`src/design/mege_pkg.sv`:
```
`timescale 1ns / 1ps

package mege_pkg;

  localparam int unsigned COORD_BITS = 10;
  localparam int unsigned OUT_BITS   = 12;
  localparam int unsigned POS_BITS   = COORD_BITS + 1;
  localparam int unsigned SQ_BITS    = 2 * COORD_BITS;
  localparam int unsigned MUL_BITS   = 2 * POS_BITS;
  localparam int unsigned PROD_BITS  = 2 * MUL_BITS;
  localparam int unsigned STEP_BITS  = 34;
  localparam int unsigned DEC_BITS   = 48;

  localparam logic REQ_START = 1'b0;
  localparam logic REQ_NEXT  = 1'b1;

  typedef struct packed {
    logic                  req_type;
    logic [COORD_BITS-1:0] center_x;
    logic [COORD_BITS-1:0] center_y;
    logic [COORD_BITS-1:0] radius_x;
    logic [COORD_BITS-1:0] radius_y;
  } mege_req_t;

  typedef struct packed {
    logic                       valid_res;
    logic signed [OUT_BITS-1:0] px_a;
    logic signed [OUT_BITS-1:0] py_a;
    logic signed [OUT_BITS-1:0] px_b;
    logic signed [OUT_BITS-1:0] py_b;
    logic signed [OUT_BITS-1:0] px_c;
    logic signed [OUT_BITS-1:0] py_c;
    logic signed [OUT_BITS-1:0] px_d;
    logic signed [OUT_BITS-1:0] py_d;
    logic                       last;
  } mege_res_t;

endpackage

```
`src/design/mege_if.sv`:
```
`timescale 1ns / 1ps

interface mege_req_if;
  import mege_pkg::*;
  logic      valid;
  logic      ready;
  mege_req_t data;
  modport source (output valid, output data, input ready);
  modport sink (input valid, input data, output ready);
endinterface

interface mege_res_if;
  import mege_pkg::*;
  logic      valid;
  logic      ready;
  mege_res_t data;
  modport source (output valid, output data, input ready);
  modport sink (input valid, input data, output ready);
endinterface

```
`src/design/midpoint_ellipse_generator_unit.sv`:
```
`timescale 1ns / 1ps
// A point is registered onto res_o and appears there in the cycle after its request transfer.
// A step request runs the update states ST_ADV1 and ST_ADV2; the step that enters
// region 2 adds ST_RC1..ST_RC6 on the shared multiplier; a start request runs ST_SQ_RX,
// ST_SQ_RY, ST_A_RY (squares and a*ry on the multiplier), ST_INIT, ST_ADV1 and ST_ADV2.
// Reset (rst_ni low, async): idle, no ellipse active, output empty.
module midpoint_ellipse_generator_unit (
  input  logic       clk_i,
  input  logic       rst_ni,
  mege_req_if.sink   req_i,
  mege_res_if.source res_o
);
  import mege_pkg::*;

  // One-hot sequencer
  typedef enum logic [12:0] {
    ST_IDLE  = 13'b0000000000001,
    ST_SQ_RX = 13'b0000000000010, // rx*rx
    ST_SQ_RY = 13'b0000000000100, // a = p, ry*ry
    ST_A_RY  = 13'b0000000001000, // b = p, a*ry
    ST_INIT  = 13'b0000000010000, // dy, initial decision
    ST_ADV1  = 13'b0000000100000, // position and step terms
    ST_ADV2  = 13'b0000001000000, // decision update, region check
    ST_RC1   = 13'b0000010000000, // hx*hx
    ST_RC2   = 13'b0000100000000, // b*hx^2
    ST_RC3   = 13'b0001000000000, // d = p, ym*ym
    ST_RC4   = 13'b0010000000000, // a*ym^2
    ST_RC5   = 13'b0100000000000, // d += 4p, a*b
    ST_RC6   = 13'b1000000000000  // d -= 4p
  } state_e;

  state_e state_q, state_d;

  logic                         active_q;
  logic                         region2_q;
  logic                         br_q;
  logic [POS_BITS-1:0]          pos_x_q;
  logic [POS_BITS-1:0]          pos_y_q;
  logic signed [DEC_BITS-1:0]   dec_q;
  logic signed [STEP_BITS-1:0]  dx_q;
  logic signed [STEP_BITS-1:0]  dy_q;
  logic [COORD_BITS-1:0]        cx_q;
  logic [COORD_BITS-1:0]        cy_q;
  logic [COORD_BITS-1:0]        rx_q;
  logic [COORD_BITS-1:0]        ry_q;
  logic [SQ_BITS-1:0]           a_q;
  logic [SQ_BITS-1:0]           b_q;
  logic                         out_valid_q;
  mege_res_t                    out_q;

  logic                  in_xfer;
  logic                  is_start;
  logic [COORD_BITS-1:0] rx_in;
  logic [COORD_BITS-1:0] ry_in;

  logic [MUL_BITS-1:0]   mul_a;
  logic [MUL_BITS-1:0]   mul_b;
  logic [PROD_BITS-1:0]  prod;

  logic signed [DEC_BITS-1:0] a_ext, b_ext, dx_ext, dy_ext, p_ext;
  logic [POS_BITS:0]          hx;
  logic [POS_BITS-1:0]        ym_abs;

  // Result selection for the point being emitted
  logic [COORD_BITS-1:0] sel_cx, sel_cy;
  logic [POS_BITS-1:0]   sel_x, sel_y;
  logic                  sel_last;
  logic                  sel_valid;
  logic [OUT_BITS-1:0]   xp, xm, yp, ym_o;
  mege_res_t             res_d;

  assign in_xfer     = req_i.valid & req_i.ready;
  assign is_start    = (req_i.data.req_type == REQ_START);
  assign req_i.ready = (state_q == ST_IDLE) & (~out_valid_q | res_o.ready);
  assign res_o.valid = out_valid_q;
  assign res_o.data  = out_q;

  // Zero radius behaves as radius 1
  assign rx_in = (req_i.data.radius_x == '0) ? COORD_BITS'(1) : req_i.data.radius_x;
  assign ry_in = (req_i.data.radius_y == '0) ? COORD_BITS'(1) : req_i.data.radius_y;

  assign a_ext  = DEC_BITS'(a_q);
  assign b_ext  = DEC_BITS'(b_q);
  assign dx_ext = DEC_BITS'(dx_q);
  assign dy_ext = DEC_BITS'(dy_q);
  assign p_ext  = DEC_BITS'(prod);

  assign hx     = {pos_x_q, 1'b1};
  // y never drops below zero, so |y-1| is 1 at y = 0
  assign ym_abs = (pos_y_q == '0) ? POS_BITS'(1) : pos_y_q - POS_BITS'(1);

  always_comb begin
    sel_valid = 1'b1;
    sel_last  = 1'b0;
    if (is_start) begin
      sel_cx = req_i.data.center_x;
      sel_cy = req_i.data.center_y;
      sel_x  = '0;
      sel_y  = POS_BITS'(ry_in);
    end else begin
      sel_cx = cx_q;
      sel_cy = cy_q;
      sel_x  = pos_x_q;
      sel_y  = pos_y_q;
      sel_last = region2_q & (pos_y_q <= POS_BITS'(1));
      if (!active_q) begin
        sel_valid = 1'b0;
      end
    end
    xp   = OUT_BITS'(sel_cx) + OUT_BITS'(sel_x);
    xm   = OUT_BITS'(sel_cx) - OUT_BITS'(sel_x);
    yp   = OUT_BITS'(sel_cy) + OUT_BITS'(sel_y);
    ym_o = OUT_BITS'(sel_cy) - OUT_BITS'(sel_y);
    res_d.valid_res = sel_valid;
    res_d.px_a = xp;
    res_d.py_a = yp;
    res_d.px_b = xm;
    res_d.py_b = ym_o;
    res_d.px_c = xp;
    res_d.py_c = ym_o;
    res_d.px_d = xm;
    res_d.py_d = yp;
    res_d.last = sel_last;
    if (!sel_valid) begin
      res_d = '0;
    end
  end

  // Multiplier operand selection
  always_comb begin
    mul_a = '0;
    mul_b = '0;
    case (state_q)
      ST_SQ_RX: begin
        mul_a = MUL_BITS'(rx_q);
        mul_b = MUL_BITS'(rx_q);
      end
      ST_SQ_RY: begin
        mul_a = MUL_BITS'(ry_q);
        mul_b = MUL_BITS'(ry_q);
      end
      ST_A_RY: begin
        mul_a = MUL_BITS'(a_q);
        mul_b = MUL_BITS'(ry_q);
      end
      ST_RC1: begin
        mul_a = MUL_BITS'(hx);
        mul_b = MUL_BITS'(hx);
      end
      ST_RC2: begin
        mul_a = MUL_BITS'(b_q);
        mul_b = prod[MUL_BITS-1:0];
      end
      ST_RC3: begin
        mul_a = MUL_BITS'(ym_abs);
        mul_b = MUL_BITS'(ym_abs);
      end
      ST_RC4: begin
        mul_a = MUL_BITS'(a_q);
        mul_b = prod[MUL_BITS-1:0];
      end
      ST_RC5: begin
        mul_a = MUL_BITS'(a_q);
        mul_b = MUL_BITS'(b_q);
      end
      default: begin
        mul_a = '0;
        mul_b = '0;
      end
    endcase
  end

  mege_mul u_mul (
    .clk_i  (clk_i),
    .op_a_i (mul_a),
    .op_b_i (mul_b),
    .prod_o (prod)
  );

  // Next state
  always_comb begin
    state_d = state_q;
    case (state_q)
      ST_IDLE: begin
        if (in_xfer) begin
          if (is_start) begin
            state_d = ST_SQ_RX;
          end else if (active_q && !sel_last) begin
            state_d = ST_ADV1;
          end
        end
      end
      ST_SQ_RX: state_d = ST_SQ_RY;
      ST_SQ_RY: state_d = ST_A_RY;
      ST_A_RY:  state_d = ST_INIT;
      ST_INIT:  state_d = ST_ADV1;
      ST_ADV1:  state_d = ST_ADV2;
      ST_ADV2: begin
        if (!region2_q && (dx_q >= dy_q)) begin
          state_d = ST_RC1;
        end else begin
          state_d = ST_IDLE;
        end
      end
      ST_RC1: state_d = ST_RC2;
      ST_RC2: state_d = ST_RC3;
      ST_RC3: state_d = ST_RC4;
      ST_RC4: state_d = ST_RC5;
      ST_RC5: state_d = ST_RC6;
      ST_RC6: state_d = ST_IDLE;
      default: state_d = ST_IDLE;
    endcase
  end

  // Control registers
  always_ff @(posedge clk_i or negedge rst_ni) begin
    if (!rst_ni) begin
      state_q     <= ST_IDLE;
      active_q    <= 1'b0;
      region2_q   <= 1'b0;
      out_valid_q <= 1'b0;
    end else begin
      state_q <= state_d;
      if (in_xfer) begin
        out_valid_q <= 1'b1;
        if (is_start) begin
          active_q  <= 1'b1;
          region2_q <= 1'b0;
        end else if (sel_last) begin
          active_q <= 1'b0;
        end
      end else if (res_o.ready) begin
        out_valid_q <= 1'b0;
      end
      if ((state_q == ST_ADV2) && !region2_q && (dx_q >= dy_q)) begin
        region2_q <= 1'b1;
      end
    end
  end

  // Datapath registers
  always_ff @(posedge clk_i) begin
    if (in_xfer) begin
      out_q <= res_d;
    end
    case (state_q)
      ST_IDLE: begin
        if (in_xfer && is_start) begin
          cx_q    <= req_i.data.center_x;
          cy_q    <= req_i.data.center_y;
          rx_q    <= rx_in;
          ry_q    <= ry_in;
          pos_x_q <= '0;
          pos_y_q <= POS_BITS'(ry_in);
          dx_q    <= '0;
        end
      end
      ST_SQ_RY: a_q <= prod[SQ_BITS-1:0];
      ST_A_RY:  b_q <= prod[SQ_BITS-1:0];
      ST_INIT: begin
        dy_q  <= STEP_BITS'(prod) <<< 1;
        dec_q <= (b_ext <<< 2) - (p_ext <<< 2) + a_ext;
      end
      ST_ADV1: begin
        if (!region2_q) begin
          pos_x_q <= pos_x_q + POS_BITS'(1);
          dx_q    <= dx_q + (STEP_BITS'(b_q) <<< 1);
          br_q    <= dec_q < 0;
          if (dec_q >= 0) begin
            pos_y_q <= pos_y_q - POS_BITS'(1);
            dy_q    <= dy_q - (STEP_BITS'(a_q) <<< 1);
          end
        end else begin
          pos_y_q <= pos_y_q - POS_BITS'(1);
          dy_q    <= dy_q - (STEP_BITS'(a_q) <<< 1);
          br_q    <= dec_q > 0;
          if (dec_q <= 0) begin
            pos_x_q <= pos_x_q + POS_BITS'(1);
            dx_q    <= dx_q + (STEP_BITS'(b_q) <<< 1);
          end
        end
      end
      ST_ADV2: begin
        if (!region2_q) begin
          if (br_q) begin
            dec_q <= dec_q + ((dx_ext + b_ext) <<< 2);
          end else begin
            dec_q <= dec_q + ((dx_ext - dy_ext + b_ext) <<< 2);
          end
        end else begin
          if (br_q) begin
            dec_q <= dec_q + ((a_ext - dy_ext) <<< 2);
          end else begin
            dec_q <= dec_q + ((dx_ext - dy_ext + a_ext) <<< 2);
          end
        end
      end
      ST_RC3: dec_q <= p_ext;
      ST_RC5: dec_q <= dec_q + (p_ext <<< 2);
      ST_RC6: dec_q <= dec_q - (p_ext <<< 2);
      default: begin
      end
    endcase
  end

endmodule

```
`src/design/mege_mul.sv`:
```
`timescale 1ns / 1ps

// Shared unsigned multiplier, product registered.
module mege_mul (
  input  logic                           clk_i,
  input  logic [mege_pkg::MUL_BITS-1:0]  op_a_i,
  input  logic [mege_pkg::MUL_BITS-1:0]  op_b_i,
  output logic [mege_pkg::PROD_BITS-1:0] prod_o
);
  import mege_pkg::*;

  logic [PROD_BITS-1:0] prod_q;

  always_ff @(posedge clk_i) begin
    prod_q <= PROD_BITS'(op_a_i) * PROD_BITS'(op_b_i);
  end

  assign prod_o = prod_q;

endmodule
```
`src/flat_wrapper.sv`:
```
// flat-port wrapper written by rule: the top's interface ports become plain ports
module midpoint_ellipse_generator_unit_flat import mege_pkg::*;
  (clk_i, rst_ni, req_i_valid, req_i_data, req_i_ready, res_o_valid, res_o_data, res_o_ready);
  mege_req_if req_i_i ();
  mege_res_if res_o_i ();
  input  logic clk_i;
  input  logic rst_ni;
  input wire logic [$bits(req_i_i.valid)-1:0] req_i_valid;
  input wire logic [$bits(req_i_i.data)-1:0] req_i_data;
  output wire logic [$bits(req_i_i.ready)-1:0] req_i_ready;
  output wire logic [$bits(res_o_i.valid)-1:0] res_o_valid;
  output wire logic [$bits(res_o_i.data)-1:0] res_o_data;
  input wire logic [$bits(res_o_i.ready)-1:0] res_o_ready;
  assign req_i_i.valid = req_i_valid;
  assign req_i_i.data = req_i_data;
  assign req_i_ready = req_i_i.ready;
  assign res_o_valid = res_o_i.valid;
  assign res_o_data = res_o_i.data;
  assign res_o_i.ready = res_o_ready;
  midpoint_ellipse_generator_unit u_core (.clk_i(clk_i), .rst_ni(rst_ni), .req_i(req_i_i), .res_o(res_o_i));
endmodule
```
`config.mk`:
```
export PLATFORM = sky130hd
export DESIGN_NAME = midpoint_ellipse_generator_unit_flat
export DESIGN_NICKNAME = d
export VERILOG_FILES = /design/src/design/mege_pkg.sv /design/src/design/mege_if.sv /design/src/design/midpoint_ellipse_generator_unit.sv /design/src/design/mege_mul.sv /design/src/flat_wrapper.sv
export SDC_FILE = /design/constraint.sdc
export NUM_CORES = 2
export LEC_CHECK = 0
export ABC_AREA = 1
export BUFFER_PORTS_ARGS = -buffer_cell sky130_fd_sc_hd__buf_2
export CORE_AREA = 5 5 357 359
export CTS_CLUSTER_DIAMETER = 200
export CTS_CLUSTER_SIZE = 40
export DETAILED_ROUTE_END_ITERATION = 10
export DIE_AREA = 0 0 362 364
export PLACE_DENSITY_LB_ADDON = 0.1
export SLEW_MARGIN = 10
export SYNTH_ARGS = -nofsm -noshare
export SYNTH_HDL_FRONTEND = slang
export SYNTH_SLANG_ARGS = --single-unit
```
`constraint.sdc`:
```
create_clock -name clk_i -period 8.8 [get_ports clk_i]
set_input_delay 0.44 -clock clk_i [delete_from_list [all_inputs] [get_ports clk_i]]
set_output_delay 0.44 -clock clk_i [all_outputs]
set_load 0.01 [all_outputs]
```
# Word-level counts from Yosys, hierarchy flattened
# Index checks and enable logic that the tools add are counted.
[op_classes]
bitwise_logic = 6
n_mux = 44
reduce_logical = 25
magnitude_cmp = 6
addsub = 21
n_mul = 1
eq_ne = 20
[ops]
columns = ["cell", "n"]
rows = [
  ["$pmux 48 s5", 1],
  ["$add 48x48->48", 4],
  ["$mux 34", 5],
  ["$pmux 13 s12", 1],
  ["$mux 48", 3],
  ["$pmux 34 s2", 2],
  ["$pmux 22 s6", 1],
  ["$pmux 20 s6", 1],
  ["$mux 11", 9],
  ["$mux 98", 1],
  ["$add 46x21->46", 2],
  ["$add 48x21->48", 1],
  ["$add 48x47->48", 1],
  ["$ge 48x1->1 const B", 1],
  ["$gt 48x1->1 const B", 1],
  ["$le 48x1->1 const B", 1],
  ["$lt 48x1->1 const B", 1],
  ["$sub 48x47->48", 1],
  ["$sub 22x46->47", 1],
  ["$pmux 11 s2", 2],
  ["$mul 20x22->42", 1],
  ["$mux 13", 3],
  ["$add 34x21->35", 1],
  ["$sub 21x34->35", 1],
  ["other kinds (42)", 77],
]
[word_totals]
wordCells = 146
ff_bits = 329

# Depth between registers and ports, before layout
[depth]
ltp_word = 9
ltp_mapped = 49
ltp_nobuf = 47

# Modules after synthesis
# Synthesis repeated with hierarchy kept, for this count alone.
[unflattened]
hier_cells = 7593
hier_area_um2 = 51912.3
[by_module_without_submodules]
columns = ["mod", "area_per_inst_um2", "cells_per_inst", "seq_area_each_um2", "instances"]
rows = [
  ["midpoint_ellipse_generator_unit", 34005.1, 5197, 8359.3, 1],
  ["mege_mul", 17907.2, 2396, 880.8, 1],
]

# Worst setup path after synthesis
# Ideal clock, no wire load.
[synth_timing]
path_kind = "reg-to-reg"
from = "reg u_core.state_q[10]"
to = "reg u_core.u_mul.prod_q[40], in the netlist u_core.u_mul.prod_o[40]"
setup_time_ps = 72
path_slack_ps = -104
path_buffers = 2
stages_incl_launch_ff = 49
required_ps = 8728
arrival_ps = 8832
cell_sequence = "dfrtp_1 nor2_1 inv_1 nor2_1 inv_2 nor2_1 inv_1 nor2_1 nand4_1 inv_1 nor2_1 o22ai_1 a21oi_1 and2_1 clkbuf_1 inv_2 buf_2 nand2_1 [... 13 more ...] inv_1 ha_1 nand2_1 nor2_1 a21oi_1 o21ai_0 a21oi_1 o21ai_0 nand3_1 nand2_1 nand4_1 nand2_1 nand2_1 nand2_1 a21boi_0 o21bai_1 a21oi_1 xor2_1"
[synth_via]
elab_chain_cells = 4
elab_cells_between_ends = 14
classes_between = "mul: 1; eq/ne: 8; mux: 2; reduce/logical: 3"
[synth_rtl]
columns = ["item", "line_no", "source"]
rows = [
  ["start: declaration", "midpoint_ellipse_generator_unit.sv:32", "state_e state_q, state_d;"],
  ["start signal: assignment", "midpoint_ellipse_generator_unit.sv:223", "state_q <= state_d;"],
  ["$eq 13x11->1 (tied with other cells)", "midpoint_ellipse_generator_unit.sv:133", "case (state_q)"],
  ["$reduce_or 3->1 (no line) or $reduce_or 2->1 (tied branches)", "--", ""],
  ["$pmux 20 s6 or $pmux 22 s6 (tied branches)", "midpoint_ellipse_generator_unit.sv:133", ""],
  ["$mul 20x22->42 (*)", "mege_mul.sv:15", "prod_q <= PROD_BITS'(op_a_i) * PROD_BITS'(op_b_i);"],
  ["end signal: assignment", "mege_mul.sv:15", ""],
  ["end: declaration", "mege_mul.sv:12", "logic [PROD_BITS-1:0] prod_q;"],
]
# Mark *: on every way between the ends. The rest lies on a longest branch, timed or not.
# A chain may end at the register's enable or synchronous reset.

# Final worst setup path
[layout_timing]
from = "reg u_core.state_q[8]"
to = "reg u_core.u_mul.prod_q[40], in the netlist u_core.u_mul.prod_o[40]"
# Same word-level chain as after synthesis.

==> flow_summary.ini <==
[place]
place_ws_ps = -23.4
place.detailed.instances = 8672
placement.io_buffers = 144
postPlaceCellArea_mm2 = 0.0522
place_hpwl_mm = 155
finalWeightedCongestion = 0.949

[synth]
synth_ff_type = edfxtp_1
ys_warn_count = 0
syn-mean-instance-area_um2 = 7.03
synth_top_area_share_pct = 16.6
synth-edff-count = 265
synth.cell_area_mm2 = 0.0478
ys_async_sr_fraction_pct = 4.95
ys_seq_elements = 323
yosysUniqueCellTypes = 73
postSynthNetCount = 7647
synth.largest_area_cell = edfxtp_1
synth.top_cells.by_area = edfxtp_1 (17%), fa_1 (15%), nand2_1 (13%)
sequential_to_total_area_share_from_yosys_stat_pct = 19.2
postSynthCellCount = 6799

[pwr]
max_vdd_drop_v = 0.000129
static-leakage-power_nw = 26.8
power.density_cell_area_mw_per_mm2 = 196

[cts]
cts_sinks = 323
cts_root_buf = clkbuf_16
tritoncts.num_buffers = 12
ctsLongestPathBuffers = 3
clk-insertion-delay-late_ps = 580
cts_tree = done
cts.htree.levels = 1
worst_setup_hold_path_clk_slew_ps = 160

[grt]
grt_pass1_vias = 45700
grt_pass1_wl_mm = 278
global_route.overflow_total = 0
grt_start_max_net_pins = 58
globalRouteTotalUtil_pct = 27.4
antenna_violations_before_repair = 3

[die]
floorplan.core_area_mm2 = 0.123
io_pins = 145
die-width_um = 362
rows = 129
chipHeight_um = 364
dieArea_mm2 = 0.132
initial_core_util_pct = 38.7

[layout]
final_layout_size_suffix_gt1_share_pct = 10.4
mostFrequentLayoutCell = nand2_1
most-common-layout-cells = nand2_1 (1,626), inv_1 (1,203), nor2_1 (636)
syn_to_final_growth_pct = 11.7
fill_cells = 13100
final_area_mm2 = 0.0534
finalNetCount = 7914
seqCellArea_mm2 = 0.00920
multiInputGateArea_mm2 = 0.0336
fin_cells = 8710

[timing]
fin_worst_skew_ps = 26.8
clock.fmax_mhz = 119
setup_viol = 0
post_route_setup_slack_ps = 389
maxSlewViolCount = 0
tightest_slew_ps = 1150
period_utilization_pct = 95.6
period_needed_ps = 8410
final_hold_viol_count = 0
rsz0062_at_grt = yes
slew_headroom_pct = 23.4

[run]
max_cap_viols = 0

[drt]
routed_via_count_divided_by_cell_count = 5.31
detail_route.wl_per_cell_um = 21.2
postRouteWirelength_mm = 185
remaining_drcs = 0
ant_nets = 0
detailedRoute.firstIterationViolations = 3874
first_pass_iteration_count_of_the_detailed_router = 6
via_total_after_detailed_routing = 46200

[worst_setup_path]
timing.critical_path.slowest_cell_delay_ps = 550
crit_required_ps = 9310
regToRegStartpoint = u_core.state_q[8]
crit_fanout = 9
cp_slowest_cell = fa_1
critPathCaptureType = register
crit_path_start_kind = register
crit_type = register to register
ff2ff_path_depth = 45
regToRegSetupSlack_ps = 390
rr_endpoint = u_core.u_mul.prod_o[40]
cp.arrival_ps = 8920

[min_path]
timing.hold.worst.class = primary input to register
hold_worst_path_end = u_core.res_o.valid
worstHoldPathCells = 2
hp-start = res_o_ready

[outcome]
status = finished, final reports clean
## routing by layer
metal / track usage, % / wire length, um / up-vias / share of wire [%]
li1: - / - / 22300 / -
met1: 36.7 / 81100 / 22400 / 44
met2: 47.7 / 87800 / 1312 / 48
met3: 1.69 / 9020 / 228 / 4.9
met4: 8.58 / 6780 / 2 / 3.7
met5: 0 / 13 / - / 0.0070
## flip-flops by register name (all words and copies together) (netlist names)
register	cells
u_core.cx_q	10
u_core.active_q	1
u_core.br_q	1
u_core.dec_q	48
u_core.dx_q	33
u_core.pos_y_q	11
u_core.res_o.valid	1
u_core.cy_q	10
u_core.ry_q	10
u_core.b_q	20
u_core.a_q	20
u_core.rx_q	10
u_core.region2_q	1
u_core.u_mul.prod_o	42
u_core.res_o.data	48
u_core.state_q	13
u_core.pos_x_q	11
u_core.dy_q	33
## per-stage QoR
step,setup TNS (ps),hold WS [ps],utilization (%),power [mW]
floorplan,0,144,-,7.20
global placement,-11.7,414,42.3,9.42
detailed placement,-23.4,415,42.3,9.44
CTS,0,9.94,42.7,10.3
global route,-141,18.5,43.3,11.4
finish,0,40.4,43.3,10.5
## logic make-up after synthesis
kind of cell | count (synthesis) | synth area share [%]
buffers and inverters | 1455 | 11.9
flip-flops | 323 | 19.2
AO/OA/AOI/OAI | 1056 | 12.4
adder cells (fa/ha/maj) | 803 | 26.8
XOR/XNOR | 194 | 3.55
AND/OR/NAND/NOR | 2968 | 26.1
## critical path, delay by kind of cell (launching register included)
family | cells | cell delay (ps)
AOI/OAI and AO/OA | 11 | 1400
and+or+nand+nor | 14 | 1280
adders and majority gates | 8 | 3950
buffers and inverters | 11 | 1170
xor gates and xnor gates | 1 | 150
DFF | 1 | 390
## report_power, final
group	internal [mW]	leakage (nW)	total, mW	switching, mW
combinational	2.35	23.7	7.44	5.08
sequential	1.98	2.93	2.17	0.190
clock	0.304	0.192	0.866	0.561
total	4.64	26.8	10.5	5.84
## Yosys cell counts, drive strengths merged, types with 42 or more instances
cell / instances
nand2: 1661
inv: 1237
nor2: 695
a21oi: 447
ha: 433
fa: 370
o21ai: 365
nand3: 361
edfxtp: 265
xor2: 138
clkbuf: 117
buf: 87
nor3: 86
nand4: 64
xnor2: 56
dfxtp: 42
## layout make-up
| cell class | instances | area share [%] |
|---|---|---|
| inverter | 1251 | 8.89 |
| antenna | 1 | 0.00468 |
| tap | 1637 | 3.83 |
| multi-input combinational | 5021 | 62.9 |
| clock buffer | 17 | 0.677 |
| timing repair buffer | 456 | 6.39 |
| clock inverter | 3 | 0.0726 |
| timing repair inverter | 1 | 0.00937 |
| sequential | 323 | 17.2 |
## what timing repair did
item | in CTS | in global routing
hold endpoints to repair | 15 | 0
setup buffers | 0 | 15
hold buffers | 1 | 0
pin swaps | 0 | 53
cloned | 0 | 3
gates resized for setup | 4 | 163
endpoints found under the setup margin | 4 | 21
## worst max path at each step
stage,start,depth (start not counted),endpoint,slack [ps]
CTS,u_core.state_q[1],43,u_core.u_mul.prod_o[40],30
global route,u_core.state_q[9],49,u_core.u_mul.prod_o[40],-80
floorplan,u_core.state_q[10],48,u_core.u_mul.prod_o[40],50
global placement,u_core.state_q[1],43,u_core.u_mul.prod_o[40],-10
detailed placement,u_core.state_q[1],43,u_core.u_mul.prod_o[40],-20
finish,u_core.state_q[8],45,u_core.u_mul.prod_o[40],390
Note: power is estimated with default switching activity, not from simulation.
